`config.mk`:
```
export PLATFORM = sky130hd
export DESIGN_NAME = shuffled_lehmer_random_generator
export DESIGN_NICKNAME = d
export VERILOG_FILES = /design/src/rtl/slrg_pkg.sv /design/src/rtl/slrg_ctrl.sv /design/src/rtl/slrg_datapath.sv /design/src/rtl/shuffled_lehmer_random_generator.sv
export VERILOG_INCLUDE_DIRS = /design/src /design/src/rtl
export SDC_FILE = /design/constraint.sdc
export NUM_CORES = 2
export LEC_CHECK = 0
export BUFFER_PORTS_ARGS = -buffer_cell sky130_fd_sc_hd__buf_4
export CORE_ASPECT_RATIO = 0.5
export CORE_MARGIN = 2
export CORE_UTILIZATION = 47
export DETAILED_ROUTE_END_ITERATION = 16
export GPL_TIMING_DRIVEN = 0
export SYNTH_ARGS = -nofsm -noshare
export SYNTH_HDL_FRONTEND = slang
export SYNTH_SLANG_ARGS = --single-unit
export TNS_END_PERCENT = 1
```
`constraint.sdc`:
```
create_clock -name clock -period 14.42 [get_ports clock]
set_input_delay 0.721 -clock clock [delete_from_list [all_inputs] [get_ports clock]]
set_output_delay 0.721 -clock clock [all_outputs]
set_load 0.005 [all_outputs]
```
`src/rtl/assert_macros.svh`:
```
// assertion helpers used by slrg_datapath
// each macro uses the enclosing module's clock and reset
`ifndef ASSERT_MACROS_SVH
`define ASSERT_MACROS_SVH

// same-cycle implication
`define ASSERT_IMPL(label, ante, cons) \
   label: assert property (@(posedge clock) disable iff (reset) (ante) |-> (cons)) \
      else $error("same-cycle implication check failed");

// next-cycle implication
`define ASSERT_NEXT(label, ante, cons) \
   label: assert property (@(posedge clock) disable iff (reset) (ante) |=> (cons)) \
      else $error("next-cycle implication check failed");

`endif

```
`src/rtl/slrg_pkg.sv`:
```
package slrg_pkg;

   // value and arithmetic widths
   localparam int VALUE_W = 31;
   localparam int MULT_W  = 15;
   localparam int PROD_W  = VALUE_W + MULT_W;

   // generator constants
   localparam logic [VALUE_W-1:0] LEHMER_MOD  = 31'h7FFF_FFFF;
   localparam logic [MULT_W-1:0]  LEHMER_MULT = 15'd16807;
   localparam int                 WARMUP_STEPS = 7;
   localparam int                 TABLE_SIZE_DEFAULT = 32;

   // request command codes
   localparam logic CMD_DRAW   = 1'b0;
   localparam logic CMD_RESEED = 1'b1;

   // controller states
   typedef enum logic [2:0] {
      ST_IDLE,
      ST_SEED_MUL,
      ST_SEED_RED,
      ST_SETTLE,
      ST_DRAW_RD,
      ST_DRAW_WB
   } state_type;

   // controller to datapath
   typedef struct packed {
      logic load_seed;
      logic seed_from_req;
      logic seed_step;
      logic draw_read;
      logic draw_write_back;
   } cmd_type;

   // datapath to controller
   typedef struct packed {
      logic seeded;
      logic step_last;
      logic out_free;
   } status_type;

   // product mod 2^31-1 by folding the high bits onto the low bits
   function automatic logic [VALUE_W-1:0] lehmer_reduce(input logic [PROD_W-1:0] p);
      logic [VALUE_W:0] s;
      s = {1'b0, p[VALUE_W-1:0]} + (VALUE_W+1)'(p[PROD_W-1:VALUE_W]);
      if (s >= {1'b0, LEHMER_MOD}) begin
         s = s - {1'b0, LEHMER_MOD};
      end
      return s[VALUE_W-1:0];
   endfunction

endpackage

```
`src/rtl/slrg_ctrl.sv`:
```
module slrg_ctrl
   import slrg_pkg::*;
(
   input  logic       clock,
   input  logic       reset,
   input  logic       req_valid,
   input  logic       req_command,
   output logic       req_stall,
   input  status_type status,
   output cmd_type    cmd
);

   state_type state_ff;
   state_type state_in;

   // state register
   always_ff @(posedge clock) begin
      if (reset) begin
         state_ff <= ST_IDLE;
      end else begin
         state_ff <= state_in;
      end
   end

   // next state and commands
   always_comb begin
      state_in  = state_ff;
      cmd       = '0;
      req_stall = 1'b1;
      unique case (state_ff)
         ST_IDLE: begin
            req_stall = reset;
            if (req_valid && !reset) begin
               if ((req_command == CMD_RESEED) || !status.seeded) begin
                  cmd.load_seed     = 1'b1;
                  cmd.seed_from_req = (req_command == CMD_RESEED);
                  state_in          = ST_SEED_MUL;
               end else begin
                  state_in = ST_DRAW_RD;
               end
            end
         end
         ST_SEED_MUL: begin
            state_in = ST_SEED_RED;
         end
         ST_SEED_RED: begin
            cmd.seed_step = 1'b1;
            state_in      = status.step_last ? ST_SETTLE : ST_SEED_MUL;
         end
         ST_SETTLE: begin
            state_in = ST_DRAW_RD;
         end
         ST_DRAW_RD: begin
            cmd.draw_read = 1'b1;
            state_in      = ST_DRAW_WB;
         end
         ST_DRAW_WB: begin
            if (status.out_free) begin
               cmd.draw_write_back = 1'b1;
               state_in            = ST_IDLE;
            end
         end
         default: begin
            state_in = ST_IDLE;
         end
      endcase
   end

endmodule

```
`src/rtl/slrg_datapath.sv`:
```
`include "assert_macros.svh"

module slrg_datapath
   import slrg_pkg::*;
#(
   parameter int TABLE_SIZE = TABLE_SIZE_DEFAULT
) (
   input  logic               clock,
   input  logic               reset,
   input  logic [VALUE_W-1:0] req_seed,
   input  cmd_type            cmd,
   output status_type         status,
   output logic               rsp_valid,
   output logic [VALUE_W-1:0] rsp_value,
   input  logic               rsp_stall
);

   // table index is last_output / Ndiv, done as a reciprocal multiply plus one correction
   localparam int    IDX_W   = $clog2(TABLE_SIZE);
   localparam int    STEPS   = TABLE_SIZE + WARMUP_STEPS + 1;
   localparam int    CNT_W   = $clog2(STEPS);
   localparam longint ModInt = 64'd2147483647;
   localparam longint Ndiv   = 1 + (ModInt - 1) / TABLE_SIZE;
   localparam longint Recip  = (64'd1 << 32) / Ndiv;
   localparam int    RECIP_W = $clog2(Recip + 1);
   localparam int    QPROD_W = VALUE_W + RECIP_W;
   localparam int    FIX_W   = VALUE_W + IDX_W;
   localparam logic [VALUE_W-1:0] NDIV_V  = VALUE_W'(Ndiv);
   localparam logic [RECIP_W-1:0] RECIP_V = RECIP_W'(Recip);

   logic [VALUE_W-1:0] lehmer_ff, lehmer_in;
   logic [VALUE_W-1:0] last_ff, last_in;
   logic [PROD_W-1:0]  p_ff;
   logic [IDX_W-1:0]   q_ff;
   logic [CNT_W-1:0]   step_ff, step_in;
   logic [VALUE_W-1:0] rd_ff;
   logic [VALUE_W-1:0] value_ff;
   logic               rsp_valid_ff, rsp_valid_in;
   logic [VALUE_W-1:0] mem [TABLE_SIZE];

   logic [VALUE_W-1:0] reduced;
   logic [VALUE_W-1:0] seed_src;
   logic [VALUE_W-1:0] seed_x0;
   logic [VALUE_W-1:0] q_src;
   logic [QPROD_W-1:0] q_prod;
   logic [FIX_W-1:0]   fix_prod;
   logic [VALUE_W-1:0] rem;
   logic [IDX_W:0]     idx_sum;
   logic [IDX_W-1:0]   idx;
   logic               mem_we;
   logic [IDX_W-1:0]   mem_waddr;

   // modular reduction of the registered product
   assign reduced = lehmer_reduce(p_ff);

   // seed start value, zero and the modulus both map to one
   assign seed_src = cmd.seed_from_req ? req_seed : lehmer_ff;
   assign seed_x0  = (seed_src == '0 || seed_src == LEHMER_MOD) ? VALUE_W'(1) : seed_src;

   // index estimate from the value about to become last output
   assign q_src  = cmd.draw_write_back ? rd_ff : last_ff;
   assign q_prod = QPROD_W'(q_src) * QPROD_W'(RECIP_V);

   // estimate is exact or one low, fix it up
   assign fix_prod = FIX_W'(q_ff) * FIX_W'(NDIV_V);
   assign rem      = last_ff - fix_prod[VALUE_W-1:0];
   assign idx_sum  = {1'b0, q_ff} + (IDX_W+1)'(rem >= NDIV_V);
   assign idx      = (idx_sum >= (IDX_W+1)'(TABLE_SIZE)) ? IDX_W'(TABLE_SIZE - 1)
                                                         : idx_sum[IDX_W-1:0];

   // table write port
   assign mem_we    = cmd.draw_read || (cmd.seed_step && step_ff < CNT_W'(TABLE_SIZE));
   assign mem_waddr = cmd.draw_read ? idx : step_ff[IDX_W-1:0];

   // next values of control and generator state
   always_comb begin
      lehmer_in = lehmer_ff;
      if (cmd.load_seed) begin
         lehmer_in = seed_x0;
      end else if (cmd.seed_step || cmd.draw_read) begin
         lehmer_in = reduced;
      end

      last_in = last_ff;
      if (cmd.seed_step && step_ff == '0) begin
         last_in = reduced;
      end else if (cmd.draw_write_back) begin
         last_in = rd_ff;
      end

      step_in = step_ff;
      if (cmd.load_seed) begin
         step_in = CNT_W'(STEPS - 1);
      end else if (cmd.seed_step && step_ff != '0) begin
         step_in = step_ff - CNT_W'(1);
      end

      rsp_valid_in = rsp_valid_ff;
      if (cmd.draw_write_back) begin
         rsp_valid_in = 1'b1;
      end else if (!rsp_stall) begin
         rsp_valid_in = 1'b0;
      end
   end

   // control and generator registers
   always_ff @(posedge clock) begin
      if (reset) begin
         lehmer_ff    <= VALUE_W'(1);
         last_ff      <= '0;
         step_ff      <= '0;
         rsp_valid_ff <= 1'b0;
      end else begin
         lehmer_ff    <= lehmer_in;
         last_ff      <= last_in;
         step_ff      <= step_in;
         rsp_valid_ff <= rsp_valid_in;
      end
   end

   // multiplier and index estimate stages, free running, and the result register
   always_ff @(posedge clock) begin
      p_ff <= PROD_W'(lehmer_ff) * PROD_W'(LEHMER_MULT);
      q_ff <= q_prod[32 +: IDX_W];
      if (cmd.draw_write_back) begin
         value_ff <= rd_ff;
      end
   end

   // shuffle table, read before write on the same address
   always_ff @(posedge clock) begin
      if (mem_we) begin
         mem[mem_waddr] <= reduced;
      end
      if (cmd.draw_read) begin
         rd_ff <= mem[idx];
      end
   end

   assign status.seeded    = (last_ff != '0);
   assign status.step_last = (step_ff == '0);
   assign status.out_free  = !rsp_valid_ff || !rsp_stall;

   assign rsp_valid = rsp_valid_ff;
   assign rsp_value = value_ff;

   `ASSERT_IMPL(a_draw_only_when_seeded, cmd.draw_read, last_ff != '0)
   `ASSERT_IMPL(a_index_in_range, cmd.draw_read, idx_sum < (IDX_W+1)'(TABLE_SIZE))
   `ASSERT_NEXT(a_draw_advances, cmd.draw_read, lehmer_ff != $past(lehmer_ff))
   `ASSERT_NEXT(a_seed_ends_on_entry0, cmd.seed_step && status.step_last, last_ff == lehmer_ff)

endmodule

```
`src/rtl/shuffled_lehmer_random_generator.sv`:
```
// Shuffled minimal-standard random generator: a 16807 * x mod (2^31 - 1) generator
// feeding a shuffle table of TABLE_SIZE entries. Each accepted request returns one
// 31-bit deviate in 1 .. 2^31-2 (divide by 2^31-1 for a uniform real). A draw reads
// the table in the DRAW_RD state, which also does the index lookup and the modular
// reduction of the registered multiply, then loads the result register in DRAW_WB.
// The next request is taken the cycle after, not while a draw is in progress.
// A reseed (command 1, or the first draw after reset, which seeds from the current
// generator value) first runs a SEED_MUL and a SEED_RED state per generator step for
// the 8 warm-up steps and the table fill, then SETTLE. A request is taken while the
// previous result still waits on rsp_stall; that draw then holds until the waiting
// result leaves. Requests stall while reset is high.
module shuffled_lehmer_random_generator
   import slrg_pkg::*;
#(
   parameter int TABLE_SIZE = TABLE_SIZE_DEFAULT
) (
   input  logic               clock,
   input  logic               reset,
   input  logic               req_valid,
   output logic               req_stall,
   input  logic               req_command,
   input  logic [VALUE_W-1:0] req_seed,
   output logic               rsp_valid,
   input  logic               rsp_stall,
   output logic [VALUE_W-1:0] rsp_value
);

   cmd_type    cmd;
   status_type status;

   // sequencer
   slrg_ctrl u_ctrl (
      .clock       (clock),
      .reset       (reset),
      .req_valid   (req_valid),
      .req_command (req_command),
      .req_stall   (req_stall),
      .status      (status),
      .cmd         (cmd)
   );

   // generator, shuffle table and result register
   slrg_datapath #(
      .TABLE_SIZE (TABLE_SIZE)
   ) u_datapath (
      .clock     (clock),
      .reset     (reset),
      .req_seed  (req_seed),
      .cmd       (cmd),
      .status    (status),
      .rsp_valid (rsp_valid),
      .rsp_value (rsp_value),
      .rsp_stall (rsp_stall)
   );

endmodule
```
==> results_dict.tcl <==
set metrics [dict create \
    status "finished clean" \
    crit_type "reg -> reg" \
    hpwl_microns 108000 \
    die_h_microns 243 \
    crit_top_cell "clkbuf_1" \
    finalNonFillerCells 5333 \
    n_antenna_cell 0 \
    clock_sinks 1177 \
    min_period_ns 7.53 \
    nets 4123 \
    avgSynthCellArea_sq_um 15.3 \
    r2r_start "u_datapath.q_ff[1]" \
    grt_pass1_wl_microns 222000 \
    cts_setup_buffers 0 \
    routedWlPerCell_microns 28.6 \
    async_flop_share_pct 0 \
    max_stage_delay_ns 0.94 \
    ys_warn_count 0 \
    first_pass_iters 6 \
    hp-class "in -> reg" \
    cts-root-buf "clkbuf_16" \
    drive_above_1_share_pct 15.1 \
    synth_cell_types 81 \
    worstMarginPinSlew_ns 1.45 \
    syn_to_final_growth_pct 13.7 \
    synth_area_leaders "edfxtp_1 (59%), mux4_2 (7.8%), fa_1 (5.0%), ha_1 (4.9%), dfxtp_1 (4.6%)" \
    drt_iter0_markers 4173 \
    worstSkewPairLatency_ns 0.72 \
    worstHoldStart "req_seed[22]" \
    clkSlewWorstSetupHoldPaths_ns 0.07 \
    ios 69 \
    post_cts_resized 0 \
    drv_cap 0 \
    htreeDepth 3 \
    avgViaCountPerCell 6.18 \
    critPathRequiredTime_ns 14.83 \
    dpl_worst_slack_ns 6.90 \
    cp-startpoint "u_datapath.q_ff[1]" \
    fin_crit_sh_pct 52.2 \
    cts-buffers-inserted 105 \
    final.setup_skew_ns 0.0494 \
    ys.flop_type "edfxtp_1" \
    maxSlewHeadroom_pct 3.05 \
    grt_overflow 0 \
    crit_arrival_ns 7.94 \
    finalWirelength_microns 153000 \
    yosysTopAreaCell "edfxtp_1" \
    start_util_pct 47.6 \
    grt_setup_unrepaired "no" \
    grt_use_total_pct 26.1 \
    portBuffers 67 \
    clock_path_buffers 3 \
    netlist_area_sq_um 53900 \
    drc 0 \
    setup_viol 0 \
    setup.worst_path.start_class "flop" \
    core_sq_um 113000 \
    fin_ws_ns 6.89 \
    die_area_sq_um 117000 \
    crit_path_max_fanout 16 \
    synth_edf_count 1054 \
    dr_total_vias 33000 \
    fmax_ghz 0.133 \
    slew_violations 0 \
    ant_nets 0 \
    cts_tree "built" \
    fp-row-count 87 \
    path_cells "inv_1 -> fa_1 -> a21o_1 -> a21oi_1 -> xnor2_1 -> nor4b_1 -> nand2_1 -> ha_1 -> clkbuf_1 -> nor2_1 -> buf_1 -> clkbuf_1 -> clkbuf_1 -> a21o_1 -> nand2_1 -> nor2_4 -> buf_16" \
    setup_tns_ns 0 \
    antenna_found_initial 4 \
    ys_seq_elements 1177 \
    dp.cells 5147 \
    grt_pass1_vias 32400 \
    yosysSeqAreaShare_pct 63.3 \
    netlist_instances 3513 \
    final-hold-violation-count 0 \
    synth_top_area_share_pct 58.8 \
    gp_congestion 0.960 \
    slowest_stage "nor2_1" \
    cts_hold_buf 0 \
    grt_start_max_net_pins 35 \
    fillCellCount 9121 \
    syn_nets 3895 \
    cp-end-kind "flop" \
    die-width_microns 483 \
]
==> kinds of logic after synthesis <==
logic type      synth area share [%]
flops                           63.3
compound gates                  8.82
buf+inv                         3.44
simple gates                    4.40
fa+ha+maj                       9.92
mux                             8.74
xor+xnor                        1.33
==> metrics by stage <==
stage / cell area, sq um / utilization (%) / hold slack, ns
CTS: 61200 / 54.1 / 0.303
global route: 61200 / 54.1 / 0.336
floorplan: 53900 / - / 0.426
finish: 61200 / 54.1 / 0.342
detailed placement: 57800 / 51.1 / 0.460
global placement: 56300 / 49.7 / 0.452
==> cells in the mapped netlist, types with 16 or more instances <==
master    instances
edfxtp_1       1054
inv_1           317
ha_1            211
mux4_2          186
o21ai_0         167
clkbuf_1        144
fa_1            135
nor2_1          135
nand2_1         134
o22ai_1         126
o221ai_1        124
dfxtp_1         123
a21oi_1          95
xnor2_1          53
nand3_1          38
mux2_2           33
nor3_1           31
nor4_1           29
xor2_1           29
nand4_1          27
a21o_1           24
buf_1            22
o21a_1           19
and3_1           17
a211oi_1         16
==> area by class of cell <==
type / count / area [sq um] / share of cell area, %
timing repair buffer: 121 / 1640 / 2.67
tap: 1513 / 1890 / 3.09
buffer: 171 / 663 / 1.08
sequential: 1177 / 34100 / 55.7
clock buffer: 127 / 2760 / 4.51
inverter: 318 / 1190 / 1.95
multi-input combinational: 1847 / 18300 / 29.9
clock inverter: 59 / 628 / 1.03
==> per-layer routing <==
layer	global-route usage, %	routed length (microns)	vias to the layer above	share of wire (%)
met3	5.29	13600	267	8.9
li1	-	-	14100	-
met1	37.0	63400	17100	42
met2	40.6	70400	1517	46
met4	8.57	5290	0	3.5
met5	0	0	-	0
==> worst max-delay path, delay by kind of cell, from the launching register on <==
family	cells	cell delay, ns
buffers and inverters	6	2.67
AOI/OAI and AO/OA	3	0.56
adders and majority gates	2	0.74
and+or+nand+nor	5	2.63
DFF	1	0.44
xor gates and xnor gates	1	0.10
==> state kept, by name (all words and copies together) (netlist names) <==
register	count
u_datapath.last_ff	31
u_datapath.mem	992
u_datapath.q_ff	5
u_ctrl.state_ff	3
u_datapath.rsp_value	31
u_datapath.rsp_valid	1
u_datapath.rd_ff	31
u_datapath.lehmer_ff	31
u_datapath.p_ff	46
u_datapath.step_ff	6
==> final timing paths <==
| check | end | slack (ns) | depth (start not counted) |
|---|---|---|---|
| hold reg to reg | u_datapath.rsp_value[1] | 0.49 | 0 |
| setup / recovery | u_datapath.mem[22][15] | 6.89 | 17 |
| setup reg to reg | u_datapath.mem[22][15] | 6.89 | 17 |
| hold / removal | u_datapath.lehmer_ff[22] | 0.34 | 3 |
==> layout by cell type (no fill, tap or decap), types with 31 or more instances in the layout <==
cell / Yosys / routed
mux2_2: 33 / 33
fa_1: 135 / 135
nor3_1: 31 / 31
inv_1: 317 / 317
o21ai_0: 167 / 167
nand3_1: 38 / 38
ha_1: 211 / 211
nor2_4: 0 / 34
nor2_1: 135 / 100
a21oi_1: 95 / 94
buf_4: 0 / 67
nand2_1: 134 / 134
mux4_2: 186 / 186
edfxtp_1: 1054 / 1054
clkbuf_1: 144 / 160
clkbuf_16: 0 / 106
o221ai_1: 124 / 124
xnor2_1: 53 / 46
o22ai_1: 126 / 126
dfxtp_1: 123 / 123
Power is not shown: default switching activity piles up to over one toggle a cycle in this logic, so the estimate is an artifact.
